### config.mk
export PLATFORM = sky130hd
export DESIGN_NAME = button_click_classifier_top
export DESIGN_NICKNAME = d
export VERILOG_FILES = /design/src/bcc_pkg.sv /design/src/button_click_classifier_top.sv
export SDC_FILE = /design/constraint.sdc
export NUM_CORES = 1
export LEC_CHECK = 0
export BUFFER_PORTS_ARGS = -buffer_cell sky130_fd_sc_hd__buf_2
export CELL_PAD_IN_SITES_DETAIL_PLACEMENT = 0
export CELL_PAD_IN_SITES_GLOBAL_PLACEMENT = 1
export CORE_UTILIZATION = 44
export DETAILED_ROUTE_END_ITERATION = 10
export GPL_ROUTABILITY_DRIVEN = 0
export PLACE_DENSITY_LB_ADDON = 0.2
export SYNTH_ARGS = -nofsm -noshare
export SYNTH_HDL_FRONTEND = slang
export SYNTH_SLANG_ARGS = --single-unit
### constraint.sdc
create_clock -name clock -period 3 [get_ports clock]
set_clock_uncertainty 0.2 [all_clocks]
set_input_delay 0 -clock clock [delete_from_list [all_inputs] [get_ports clock]]
set_output_delay 0 -clock clock [all_outputs]
set_load 0.05 [all_outputs]
### src/bcc_pkg.sv
// Shared constants and types for the button click classifier.
package bcc_pkg;

   // Widest button count the request and register fields can carry
   localparam int MAX_BUTTONS  = 4;
   localparam int TIMEOUT_W    = 16;
   localparam int EVENT_W      = 3;
   localparam int INDEX_W      = 3;
   localparam int CSR_INDEX_W  = 3;

   localparam logic [TIMEOUT_W-1:0]   TIMEOUT_RESET = 16'd50;
   localparam logic [MAX_BUTTONS-1:0] LEVELS_RESET  = 4'hF;

   // Register indexes on the configuration port
   localparam logic [CSR_INDEX_W-1:0] CSR_TIMEOUT_BTN0  = 3'd0;
   localparam logic [CSR_INDEX_W-1:0] CSR_ACTIVE_LEVELS = 3'd4;

   // Request kinds carried in tuser
   localparam logic REQ_TICK = 1'b0;
   localparam logic REQ_READ = 1'b1;

   // Event codes latched per button and returned on a read
   typedef enum logic [EVENT_W-1:0] {
      EV_NONE    = 3'd0,
      EV_SINGLE  = 3'd1,
      EV_DOUBLE  = 3'd2,
      EV_HOLD    = 3'd3,
      EV_RELEASE = 3'd4,
      EV_INVALID = 3'd5
   } event_type;

endpackage

### src/button_click_classifier_top.sv
// Four-button single, double and hold click classifier with stream ports.
//
// Usage:
//   The req channel carries two kinds of transfer, chosen by req_tuser.
//   A tick (req_tuser = 0) samples the raw pin levels in req_tdata[3:0];
//   every button state machine advances one step and no result follows.
//   A read (req_tuser = 1) names a button in req_tdata[6:4]; exactly one
//   result follows on rsp with that button's latched event, which is then
//   cleared, or the invalid code for an index at or above NUM_BUTTONS.
//   A read's result is on rsp in the cycle after its transfer unless an
//   earlier result still waits there. The block takes one transfer per
//   cycle while req_tready is high; the per-button next-state logic is
//   combinational.
//   When rsp stalls, one more result is held in a skid register and
//   req_tready drops only while that register is full.
//   Reset (synchronous, active high) sets every timeout to 50, all active
//   levels high, every button idle with no latched event, and empties rsp.
//   The csr port writes timeouts (index 0..3) and active levels (index 4);
//   write it only while the block is idle.
module button_click_classifier_top
   import bcc_pkg::*;
#(
   parameter int NUM_BUTTONS = MAX_BUTTONS
) (
   input  logic                   clock,
   input  logic                   reset,
   // Request channel
   input  logic                   req_tvalid,
   output logic                   req_tready,
   input  logic [7:0]             req_tdata,   // [3:0] pin_levels, [6:4] button_index
   input  logic                   req_tuser,   // [0] req_type
   // Result channel
   output logic                   rsp_tvalid,
   input  logic                   rsp_tready,
   output logic [7:0]             rsp_tdata,   // [2:0] event_code
   // Configuration writes
   input  logic                   csr_we,
   input  logic [CSR_INDEX_W-1:0] csr_index,
   input  logic [TIMEOUT_W-1:0]   csr_wdata
);

   localparam int BTN_IDX_W = (NUM_BUTTONS > 1) ? $clog2(NUM_BUTTONS) : 1;
   localparam logic [INDEX_W:0] NUM_BTN_L = (INDEX_W+1)'(NUM_BUTTONS);

   typedef enum logic [2:0] {
      PH_IDLE   = 3'd0,
      PH_FIRST  = 3'd1,
      PH_GAP    = 3'd2,
      PH_SECOND = 3'd3,
      PH_HOLD   = 3'd4
   } phase_type;

   // Configuration registers
   logic [TIMEOUT_W-1:0]   timeout_ff [NUM_BUTTONS];
   logic [MAX_BUTTONS-1:0] levels_ff;

   // Per-button state
   phase_type            phase_ff [NUM_BUTTONS];
   phase_type            phase_in [NUM_BUTTONS];
   logic [TIMEOUT_W-1:0] ticks_ff [NUM_BUTTONS];
   logic [TIMEOUT_W-1:0] ticks_in [NUM_BUTTONS];
   event_type            event_ff [NUM_BUTTONS];
   event_type            event_in [NUM_BUTTONS];

   // Result register and skid register
   logic             out_valid_ff;
   event_type        out_code_ff;
   logic             skid_valid_ff;
   event_type        skid_code_ff;

   logic                 req_xfer;
   logic                 tick_xfer;
   logic                 read_xfer;
   logic                 rsp_xfer;
   logic [MAX_BUTTONS-1:0] pins;
   logic [INDEX_W-1:0]   read_idx;
   logic                 idx_ok;
   logic [BTN_IDX_W-1:0] btn_sel;
   event_type            read_code;

   assign pins      = req_tdata[3:0];
   assign read_idx  = req_tdata[6:4];
   assign req_tready = !skid_valid_ff;
   assign req_xfer  = req_tvalid && req_tready;
   assign tick_xfer = req_xfer && (req_tuser == REQ_TICK);
   assign read_xfer = req_xfer && (req_tuser == REQ_READ);
   assign rsp_xfer  = out_valid_ff && rsp_tready;

   assign idx_ok  = {1'b0, read_idx} < NUM_BTN_L;
   assign btn_sel = read_idx[BTN_IDX_W-1:0];
   assign read_code = idx_ok ? event_ff[btn_sel] : EV_INVALID;

   assign rsp_tvalid = out_valid_ff;
   assign rsp_tdata  = {{(8-EVENT_W){1'b0}}, out_code_ff};

   // Advance every button on a tick; clear the selected event on a read
   always_comb begin
      logic                 pressed;
      logic [TIMEOUT_W-1:0] ticks_inc;
      logic                 hit;
      for (int b = 0; b < NUM_BUTTONS; b++) begin
         phase_in[b] = phase_ff[b];
         ticks_in[b] = ticks_ff[b];
         event_in[b] = event_ff[b];
         pressed   = !(pins[b] ^ levels_ff[b]);
         ticks_inc = ticks_ff[b] + 1'b1;
         hit       = (ticks_inc == timeout_ff[b]);
         if (tick_xfer) begin
            unique case (phase_ff[b])
               PH_IDLE: begin
                  if (pressed) begin
                     ticks_in[b] = '0;
                     phase_in[b] = PH_FIRST;
                  end
               end
               PH_FIRST: begin
                  ticks_in[b] = ticks_inc;
                  if (!pressed) begin
                     phase_in[b] = PH_GAP;
                  end else if (hit) begin
                     phase_in[b] = PH_HOLD;
                  end
               end
               PH_GAP: begin
                  ticks_in[b] = ticks_inc;
                  if (hit) begin
                     event_in[b] = EV_SINGLE;
                     phase_in[b] = PH_IDLE;
                  end
                  // A press in the same tick still starts the second press
                  if (pressed) begin
                     ticks_in[b] = '0;
                     phase_in[b] = PH_SECOND;
                  end
               end
               PH_SECOND: begin
                  ticks_in[b] = ticks_inc;
                  if (!pressed) begin
                     event_in[b] = EV_DOUBLE;
                     phase_in[b] = PH_IDLE;
                  end else if (hit) begin
                     phase_in[b] = PH_HOLD;
                  end
               end
               PH_HOLD: begin
                  if (!pressed) begin
                     event_in[b] = EV_RELEASE;
                     phase_in[b] = PH_IDLE;
                  end else begin
                     event_in[b] = EV_HOLD;
                  end
               end
               default: begin
                  phase_in[b] = phase_ff[b];
               end
            endcase
         end else if (read_xfer && idx_ok && (btn_sel == BTN_IDX_W'(b))) begin
            event_in[b] = EV_NONE;
         end
      end
   end

   // Hold configuration and button state
   always_ff @(posedge clock) begin
      if (reset) begin
         levels_ff <= LEVELS_RESET;
         for (int b = 0; b < NUM_BUTTONS; b++) begin
            timeout_ff[b] <= TIMEOUT_RESET;
            phase_ff[b]   <= PH_IDLE;
            ticks_ff[b]   <= '0;
            event_ff[b]   <= EV_NONE;
         end
      end else begin
         if (csr_we && (csr_index == CSR_ACTIVE_LEVELS)) begin
            levels_ff <= csr_wdata[MAX_BUTTONS-1:0];
         end
         for (int b = 0; b < NUM_BUTTONS; b++) begin
            if (csr_we && (csr_index == CSR_TIMEOUT_BTN0 + CSR_INDEX_W'(b))) begin
               timeout_ff[b] <= csr_wdata;
            end
            phase_ff[b] <= phase_in[b];
            ticks_ff[b] <= ticks_in[b];
            event_ff[b] <= event_in[b];
         end
      end
   end

   // Load the result register, spill into the skid register under stall
   always_ff @(posedge clock) begin
      if (reset) begin
         out_valid_ff  <= 1'b0;
         skid_valid_ff <= 1'b0;
      end else if (skid_valid_ff) begin
         if (rsp_xfer) begin
            out_code_ff   <= skid_code_ff;
            skid_valid_ff <= 1'b0;
         end
      end else if (read_xfer) begin
         if (!out_valid_ff || rsp_xfer) begin
            out_code_ff  <= read_code;
            out_valid_ff <= 1'b1;
         end else begin
            skid_code_ff  <= read_code;
            skid_valid_ff <= 1'b1;
         end
      end else if (rsp_xfer) begin
         out_valid_ff <= 1'b0;
      end
   end

`ifndef SYNTH
   // The skid register only ever holds a result behind a full result register
   a_skid_behind_out: assert property (@(posedge clock) disable iff (reset)
      skid_valid_ff |-> out_valid_ff)
      else $error("skid register full while result register empty");

   // Every accepted read shows a result on the next cycle
   a_read_gives_result: assert property (@(posedge clock) disable iff (reset)
      read_xfer |=> rsp_tvalid)
      else $error("read transfer produced no result");

   // The skid register fills only when the result register was stalled
   a_skid_on_stall: assert property (@(posedge clock) disable iff (reset)
      $rose(skid_valid_ff) |-> $past(out_valid_ff && !rsp_tready))
      else $error("skid register filled without a stall");

   // A held button 0 that stays pressed latches hold on every tick
   a_hold_latches: assert property (@(posedge clock) disable iff (reset)
      (tick_xfer && (phase_ff[0] == PH_HOLD) && !(pins[0] ^ levels_ff[0]))
         |=> (event_ff[0] == EV_HOLD))
      else $error("hold not latched for a held button");
`endif

endmodule

After elaboration in Yosys (flattened, before gate mapping)
Memories as Yosys holds them, arrays and structs flattened.
Index checks and enable logic that the tools add are counted.
{"block": "word_totals", "ram_bits": 152, "output_inout_bits": 10, "reg_bits": 12, "n_memories": 4, "rom_bits": 0, "latch_bits": 0, "in_bits": 33}
{"memory": "ticks_ff", "words": 4, "width": 16, "read_ports": 4, "rd_clocked_by_memory_dff": 0, "write_ports": 4, "line_no": "button_click_classifier_top.sv:60", "source": "logic [TIMEOUT_W-1:0] ticks_ff [NUM_BUTTONS];"}
{"memory": "timeout_ff", "words": 4, "width": 16, "read_ports": 4, "rd_clocked_by_memory_dff": 0, "write_ports": 4, "line_no": "button_click_classifier_top.sv:54", "source": "logic [TIMEOUT_W-1:0] timeout_ff [NUM_BUTTONS];"}
{"memory": "event_ff", "words": 4, "width": 3, "read_ports": 1, "rd_clocked_by_memory_dff": 0, "write_ports": 4, "line_no": "button_click_classifier_top.sv:62", "source": "event_type event_ff [NUM_BUTTONS];"}
{"memory": "phase_ff", "words": 4, "width": 3, "read_ports": 4, "rd_clocked_by_memory_dff": 0, "write_ports": 4, "line_no": "button_click_classifier_top.sv:58", "source": "phase_type phase_ff [NUM_BUTTONS];"}
{"block": "classes", "n_addsub": 4, "div_mod_pow": 0, "n_eq_ne": 45, "n_mux": 119, "bitwise": 24, "n_reduce_logical": 37, "shifts": 0, "mul": 0, "magnitude_cmp": 1}
{"cell": "2-to-1 mux 16 bit", "count": 20}
{"cell": "2-to-1 mux 3 bit", "count": 65}
{"cell": "case mux 16 bit (3 select lines)", "count": 4}
{"cell": "adder 16 x 1 -> 16 bit (second input constant)", "count": 4}
{"cell": "== test 16 bit", "count": 4}
{"cell": "case mux 3 bit (5 select lines)", "count": 4}
{"cell": "case mux 3 bit (3 select lines)", "count": 4}
{"cell": "== test 3 x 2 -> 1 bit (second input constant)", "count": 10}
{"cell": "!= test 3 bit (second input constant)", "count": 8}
{"cell": "2-to-1 mux 1 bit", "count": 22}
{"cell": "AND reduction 5 bit", "count": 4}
{"cell": "!= test 4 bit (second input constant)", "count": 4}
{"cell": "bitwise OR 1 bit", "count": 16}
{"cell": "== test 3 x 1 -> 1 bit (second input constant)", "count": 5}
{"cell": "== test 3 bit (second input constant)", "count": 5}
{"cell": "zero test 3 bit", "count": 5}
{"cell": "logical AND 1 bit", "count": 14}
{"cell": "!= test 2 bit (second input constant)", "count": 4}
{"cell": "AND reduction 4 bit", "count": 2}
{"cell": "OR reduction 2 bit", "count": 4}
{"cell": "nonzero test 2 bit", "count": 3}
{"cell": "== test 2 bit (second input constant)", "count": 2}
{"cell": "!= test 2 x 1 -> 1 bit (second input constant)", "count": 2}
{"cell": "inverter 1 bit", "count": 4}
{"cell": "7 further kinds", "count": 11}

Depth between registers and ports, before layout
Gate-level depths: netlist (run 1).
{"block": "depth", "depth_word": 8, "depth_mapped": 10, "mapped_depth_nobuf": 8}

Least setup slack after synthesis (run 1)
OpenSTA, ideal clock, no wires.
{"block": "synth_path", "path_type": "register -> register", "startpoint": "memory ticks_ff[3][4]", "endpoint": "memory event_ff[3][0] (netlist name), enable pin", "n_path_buf": 1, "synth_period_minus_slack_ns": 2.858, "slack_ns": 0.142, "stages_incl_launch_ff": 9, "required_ns": 2.456, "setup_ns": 0.344, "arrival_ns": 2.314, "path_cell_list": "dfxtp_1 buf_2 nand4_1 nor4_1 xnor2_1 o21ai_1 or4_4 o21a_1 o21ai_0"}
{"element": "from (decl)", "line_no": "button_click_classifier_top.sv:60"}
{"element": "to (decl)", "line_no": "button_click_classifier_top.sv:62"}

==> impl_summary.log, run 1 <==
[metrics] worst reg-to-reg path cell count: 7
[metrics] maximum frequency from static timing analysis: between 0.3 and 0.4 GHz
[metrics] proportion of synthesized flip-flops having asynchronous set or reset: 0%
[metrics] 1st-iter DRT viols: about 410
[metrics] horizontal extent of the die: between 150 and 200 µm
[metrics] Worst Hold Path Cells: 5
[metrics] area enclosed by the die boundary: around 23000 µm²
[metrics] max-capacitance violation count: 0
[metrics] CTS sink cnt: approximately 160
[metrics] fraction of final layout cells sized beyond drive strength 1: between 10% and 20%
[metrics] root cell of the clock tree: clkbuf_16
[metrics] sequential share of the synthesized area: a little over two fifths
[metrics] Max IR drop VDD: 0.0003814 V
[metrics] TritonCTS clock tree: done
[metrics] Synth-to-Final Area Change: 18.50%
[metrics] Static Leakage: between 4 and 5 nW
[metrics] total negative slack for setup checks: 0 ns
[metrics] diodes inserted: 0
[metrics] top cells by count, synth: 89 x nor2_1, 83 x a21oi_1, 82 x dfxtp_1, 82 x edfxtp_1, 66 x nand2_1
[metrics] number of nets with antenna violations after detailed routing: 0
[metrics] wirelength, routed: roughly 25000 µm
[metrics] Hold Startpoint: csr_index[0]
[metrics] top cells by area, synth: edfxtp_1 25%, dfxtp_1 17%, xnor2_1 5.3%
[metrics] pin count of the biggest net entering global routing: 41
[metrics] die height: roughly 150 µm
[metrics] nets@finish: 1209
[metrics] post-DR wirelength/cell: roughly 17 µm
[metrics] transition time at the pin with the least slew margin: ~0.87 ns
[metrics] total number of H-tree levels: 4
[metrics] Critical path buffers and inverters: 0
[metrics] Longest Clk Path Bufs: 2
[metrics] via count of the first global-routing pass: between 7000 and 8000
[metrics] area share of the largest cell type after synthesis: between 20 and 30%
[metrics] Num CTS Buffers: 17
[metrics] Initial Util: a little under half
[metrics] hold slack final: ~0.047 ns
[metrics] startpoint kind of the worst setup timing path: flip-flop
[metrics] sum of overflow across all layers after global routing: 0
[metrics] end of the worst register-to-register path: event_ff[0][1]$_SDFFCE_PN0P_
[metrics] kind of critical path: reg -> reg
[metrics] GRT Overall Usage: a little under a quarter
[metrics] number of flops mapped to enable cells by yosys: ~80
[metrics] top flip-flop cell by instance count after synthesis: edfxtp_1
[metrics] Vias: about 8300
[metrics] slowest cell on the critical path: dfxtp_1
[metrics] maximum fanout encountered on the critical timing path: 7
[metrics] endpoint of the worst hold-timing path: timeout_ff[3][1]$_SDFFCE_PN1P_
[metrics] Rows: 53
[metrics] status: complete, no violations
[metrics] Slew Limit Headroom: between 40% and 50%
[metrics] crit share post-route: 94.51%
[metrics] I/O pin count: between 40 and 50
[metrics] count of endpoints failing hold in the final timing report: 0
[metrics] setup fix buffers added after clock tree synthesis: 0
[metrics] post-synth design cell area: 9693 µm²
[metrics] crit-path leading delay family: simple AND/OR/NAND/NOR gates
[metrics] Power Dens Cells: around 460 nW/µm²
[metrics] synthesized area per cell: 9.059 µm²
[metrics] Data arrival, critical path: roughly 2.8 ns
[metrics] data required time at the worst endpoint: between 2 and 3 ns
[metrics] delay contributed by the slowest stage of the critical path: approximately 0.48 ns
[metrics] post-DR vias/cell: 5.711
[metrics] wire length of the first global-routing pass: between 30000 and 40000 µm
[metrics] worst-path cell chain: nand4_2, or3_1, a211oi_1, nand4_1, nor4_4, and2_1, or3b_1
[metrics] first-pass iteration count of the detailed router: 5
[metrics] total setup violations reported at the end of the flow: 0
[metrics] I/O Buffers: 36
[metrics] CORE AREA: 21290 µm²
[metrics] Unique masters post-synth: 83
[metrics] Clock transition at path regs: 0.07 ns
[metrics] setup slack on the worst flop-to-flop path: roughly 0.16 ns
[metrics] hpwl dp: between 15000 and 20000 µm
[metrics] minimum clock period after layout: 2.835 ns
[metrics] class of the worst hold path: in -> reg
[metrics] total DRC errors in the routed layout: 0
[metrics] number of antenna violations at the first check in global routing: 0
[metrics] clock network latency to the later pin of the worst-skew pair: 0.43 ns
[metrics] number of storage elements in the synthesis netlist: between 150 and 200
[metrics] synthesis warning total: 0
[metrics] endpoint kind of the worst setup timing path: flip-flop
[metrics] final-report max-slew violation count: 0
[metrics] biggest area consumer among synthesized cells: edfxtp_1
[metrics] reg-to-reg startpoint: ticks_ff[0][3]$_SDFFE_PP0P_
[metrics] most repeated cell in the gate-level netlist after synthesis: nor2_1
[metrics] Post-Syn Instances: between 1000 and 1500
[metrics] RSZ-0062 raised after global routing: false
## cell usage in the layout, fill, tap and decap left out, drive strengths merged, types with 5 or more instances in the layout
cell,instances
a211oi,9
a31oi,14
o31ai,8
clkbuf,18
buf,114
xnor2,59
mux2i,5
clkinv,9
nand2,67
a311oi,9
nor2,89
and3,14
nor4,17
edfxtp,82
a21o,10
nor3,30
nand3,38
or3,23
and2,59
o21a,5
and4,13
dlygate4sd3,36
nor3b,16
nor2b,12
nand3b,18
nand2b,21
or4,5
conb,5
inv,15
o21ai,67
xor2,34
o211ai,6
dfxtp,82
a21oi,83
nand4,20
## routing by layer
metal,routed length [µm],vias to the layer above,share of wire (%),GRT usage (%)
li1,-,4131,-,-
met1,12060,4021,47,31.51
met2,12210,166,48,38.32
met3,885,20,3.5,3.242
met4,274,0,1.1,6.061
met5,0,-,0,0
## worst reg2reg max path, stage by stage (launching register included)
cell and delay (ns):
dfxtp_1 0.48, nand4_2 0.25, or3_1 0.43, a211oi_1 0.26
nand4_1 0.19, nor4_4 0.36, and2_1 0.21, or3b_1 0.18
## flip-flops by register name (all words and copies together) (netlist names)
register       cells
rsp_tvalid         1
skid_code_ff       3
levels_ff          4
ticks_ff          64
event_ff          12
skid_valid_ff      1
timeout_ff        64
out_code_ff        3
phase_ff          12
## per-stage QoR
step           cells  instance area [µm²]  util, %  power, mW  setup slack (ns)
2_1_floorplan   1074                 9708        -      2.960            0.1421
3_3_place_gp    1392                10530    49.45      3.176            0.1165
3_5_place_dp    1392                10530    49.45      3.177           0.09250
4_1_cts         1460                11450    53.81      5.338           0.07529
5_1_grt         1460                11490    53.96      5.508          0.003323
6_report        1460                11490    53.96      5.307            0.1646
## how the worst max path moves through the flow
stage / from / endpoint / slack, ns / depth (start not counted)
2_1_floorplan: ticks_ff[3][4]$_SDFFE_PP0P_ / event_ff[3][0]$_SDFFCE_PN0P_ / 0.14 / 8
3_3_place_gp: ticks_ff[2][0]$_SDFFE_PP0P_ / event_ff[2][2]$_SDFFCE_PN0P_ / 0.12 / 9
3_5_place_dp: ticks_ff[2][0]$_SDFFE_PP0P_ / event_ff[2][2]$_SDFFCE_PN0P_ / 0.09 / 9
4_1_cts: ticks_ff[2][0]$_SDFFE_PP0P_ / event_ff[2][2]$_SDFFCE_PN0P_ / 0.08 / 9
5_1_grt: ticks_ff[1][6]$_SDFFE_PP0P_ / event_ff[1][2]$_SDFFCE_PN0P_ / 0.003 / 9
6_report: ticks_ff[0][3]$_SDFFE_PP0P_ / event_ff[0][1]$_SDFFCE_PN0P_ / 0.16 / 7
## power breakdown
part / internal, mW / switching [mW] / leakage (nW)
Sequential: 2.45 / 0.0980 / 1.46
Clock: 1.17 / 0.967 / 0.275
Combinational: 0.249 / 0.372 / 2.28
## cell families after synthesis
family | after synthesis | synth area share, %
flip-flops | 164 | 42.34
adder cells (fa/ha/maj) | 4 | 0.5163
AND/OR/NAND/NOR | 459 | 26.86
buffers and inverters | 84 | 3.743
other | 1 | 0.03869
multiplexers | 11 | 1.562
AO/OA/AOI/OAI | 254 | 16.46
XOR/XNOR | 93 | 8.481
## area by class of cell
type	count	area, µm²
well taps	275	344.1
flip-flops and latches	164	4105
repair buffers	150	1129
inverters	13	48.80
fillers	1940	9801
multi-input cells	826	5291
clock inverters	14	128.9
clock buffers	18	439.2
## what timing repair did
action / 4_1_cts / 5_1_grt
hold buffers: 36 / 0
resized for setup: 0 / 11
setup endpoints to repair: 0 / 11
endpoints found under the hold margin: 145 / 0
Power figures use the tool's default switching activity.
==> run 2, diff against run 1 <==
clock period = 2.5 ns   (was 3 ns; I/O delays follow)
==> run 2 against run 1 <==
Net effect:
- the flow now finishes with violations (setup timing)
- first-iteration DRC count up 29%
- flip-flop and latch count stayed put
- utilization grew 7.2 points
- worst hold slack lost 0.032 ns
- worst setup slack worse by 0.41 ns
- sequential share of layout area down 3.7 points
- maximum frequency rose by 3.1%
- clock power rose by 26%
- via count is 6.6% higher
- combinational power grew 38%
- global-route usage is 2.4 points higher
- routed wire length is 9.3% higher
==> impl_summary.log, run 2 (synthesized netlist as in run 1, its figures left out) <==
[metrics] post-DR wirelength/cell: 17.53 µm
[metrics] Num CTS Buffers: 17
[metrics] data required time at the worst endpoint: around 2.6 ns
[metrics] cell area reported after detailed placement: between 10000 and 15000 µm²
[metrics] slowest cell on the critical path: or4_4
[metrics] worst reg-to-reg path cell count: 8
[metrics] GRT Overall Usage: 25.55%
[metrics] end of the worst register-to-register path: event_ff[3][0]$_SDFFCE_PN0P_
[metrics] global route hottest layer: met2
[metrics] number of antenna violations at the first check in global routing: 2
[metrics] TritonCTS clock tree: done
[metrics] Critical path buffers and inverters: 1
[metrics] area enclosed by the die boundary: roughly 23000 µm²
[metrics] global routing met1 resource utilization: roughly 34%
[metrics] CORE AREA: ~21000 µm²
[metrics] most common cell after layout, fill and taps aside: buf_4
[metrics] reg-to-reg startpoint: ticks_ff[3][3]$_SDFFE_PP0P_
[metrics] nets@finish: approximately 1300
[metrics] total number of H-tree levels: 4
[metrics] grt met3 use: 3.515%
[metrics] launching instance or port of the critical path: ticks_ff[3][3]$_SDFFE_PP0P_
[metrics] final-report max-slew violation count: 0
[metrics] Vias: about 9000
[metrics] number of nets with antenna violations after detailed routing: 0
[metrics] I/O pin count: 43
[metrics] clock network latency to the later pin of the worst-skew pair: 0.43 ns
[metrics] Data arrival, critical path: 2.81 ns
[metrics] crit share post-route: 110.0%
[metrics] Synth-to-Final Area Change: 34.27%
[metrics] Slew Limit Headroom: between 60% and 70%
[metrics] Rows: 53
[metrics] transition time at the pin with the least slew margin: 0.5898 ns
[metrics] first-pass iteration count of the detailed router: 5
[metrics] path length in cells of the critical path: 8
[metrics] wire length of the first global-routing pass: approximately 44000 µm
[metrics] Max IR drop VDD: approximately 0.00043 V
[metrics] max-capacitance violation count: 0
[metrics] post-layout instance count excluding filler cells: 1586
[metrics] Clock transition at path regs: roughly 0.070 ns
[metrics] post-place setup slack: -0.2263 ns
[metrics] Longest Clk Path Bufs: 2
[metrics] most used cells in the layout excluding fill and tap cells: 190 x buf_4, 88 x nor2_1, 82 x edfxtp_1
[metrics] via count of the first global-routing pass: 8541
[metrics] fraction of final layout cells sized beyond drive strength 1: 30.21%
[metrics] total setup violations reported at the end of the flow: 13
[metrics] hpwl dp: 18780 µm
[metrics] diodes inserted: 0
[metrics] startpoint kind of the worst setup timing path: flip-flop
[metrics] delay contributed by the slowest stage of the critical path: roughly 0.47 ns
[metrics] 1st-iter DRT viols: approximately 520
[metrics] maximum fanout encountered on the critical timing path: 5
[metrics] horizontal extent of the die: 150.4 µm
[metrics] endpoint kind of the worst setup timing path: flip-flop
[metrics] I/O Buffers: 36
[metrics] Final Util: 61.14%
[metrics] kind of critical path: reg -> reg
[metrics] Power Total: 6.585 mW
[metrics] met2 Track Usage GR: about 42%
[metrics] post-DR vias/cell: between 5 and 6
[metrics] sum of overflow across all layers after global routing: 0
[metrics] Hold Startpoint: reset
[metrics] worst-path cell chain: buf_4, and4_4, nand4_1, xnor2_1, o211ai_1, or4_4, or3_1, a211oi_2
[metrics] final worst slack: -0.2490 ns
[metrics] root cell of the clock tree: clkbuf_16
[metrics] Initial Util: between 40% and 50%
[metrics] violations in the final reports: setup timing
[metrics] cell area after layout: around 13000 µm²
[metrics] pin count of the biggest net entering global routing: 35
[metrics] Power Dens Cells: between 500 and 600 nW/µm²
[metrics] count of endpoints failing hold in the final timing report: 0
[metrics] minimum clock period after layout: between 2 and 3 ns
[metrics] status: finished, violations left
[metrics] Static Leakage: ~5 nW
[metrics] crit-path leading delay family: simple AND/OR/NAND/NOR gates
[metrics] maximum frequency from static timing analysis: 0.3638 GHz
[metrics] cell count after placement: 1489
[metrics] wirelength, routed: ~28000 µm
[metrics] largest registers ranked by flip-flop count: ticks_ff (64), timeout_ff (64)
[metrics] CTS sink cnt: between 150 and 200
[metrics] die height: ~150 µm
[metrics] RSZ-0062 raised after global routing: true
[metrics] setup slack on the worst flop-to-flop path: -0.25 ns
[metrics] class of the worst hold path: in -> reg
[metrics] Worst Setup EP: event_ff[3][0]$_SDFFCE_PN0P_
[metrics] total DRC errors in the routed layout: 0
run 2: cell count changes in the layout (fill, tap and decap cells not counted), moves of 5 or more:
cell,delta
dlygate4sd3_1,+7
dfxtp_2,+27
nor4_1,-5
buf_4,+111
o21ai_0,-5
buf_6,+5
dfxtp_4,+8
dfxtp_1,-35
run 2: how the worst min path moves through the flow:
stage	to	slack [ns]	cells past startpoint
floorplan	skid_valid_ff$_SDFF_PP0_	-0.1	1
global placement	skid_valid_ff$_SDFF_PP0_	0.03	2
detailed placement	skid_valid_ff$_SDFF_PP0_	0.03	2
CTS	ticks_ff[1][0]$_SDFFE_PP0P_	0.006	4
global route	rsp_tvalid$_SDFFE_PP0P_	0.01	4
finish	phase_ff[3][2]$_SDFFE_PP0P_	0.01	4
run 2: layer usage:
| layer | vias to the layer above | part of all wire (%) |
|---|---|---|
| li1 | 4393 | - |
| met1 | 4252 | 47 |
| met2 | 199 | 48 |
| met3 | 42 | 3.7 |
| met4 | 0 | 2.0 |
| met5 | - | 0 |
run 2: per-stage QoR:
step	TNS, ns	hold slack [ns]
floorplan	-0.1998	-0.09727
global placement	-1.690	0.02671
detailed placement	-3.015	0.02891
CTS	-1.615	0.006352
global route	-3.482	0.01239
finish	-1.854	0.01479
run 2: report_power, final:
part	switching [mW]	total, mW	leakage [nW]	internal [mW]
Clock	1.12	2.70	0.285	1.57
Combinational	0.499	0.856	3.09	0.357
Sequential	0.104	3.03	1.48	2.93
Total	1.73	6.59	4.86	4.86
run 2: what timing repair did:
item                                    in CTS  in global routing
endpoints found under the setup margin      26                 33
hold endpoints to repair                   138                  0
buffers inserted                            14                  6
pin swaps                                   33                 28
cloned                                       0                  1
resized for setup                           55                 56
hold buffers                                45                  0
run 2: tightest hold or removal path, delay by kind of cell:
family          cells  cell delay [ns]
compound gates      1             0.06
buf+inv             3             0.53
run 2: cell type report:
| class | instances | area, µm² |
|---|---|---|
| fill | 1827 | 8272 |
| multi-input combinational | 827 | 5734 |
| sequential | 164 | 4169 |
| timing repair buffer | 275 | 2128 |
| clock buffer | 19 | 432.9 |
| tap | 275 | 344.1 |
| clock inverter | 13 | 157.7 |
| inverter | 13 | 48.80 |
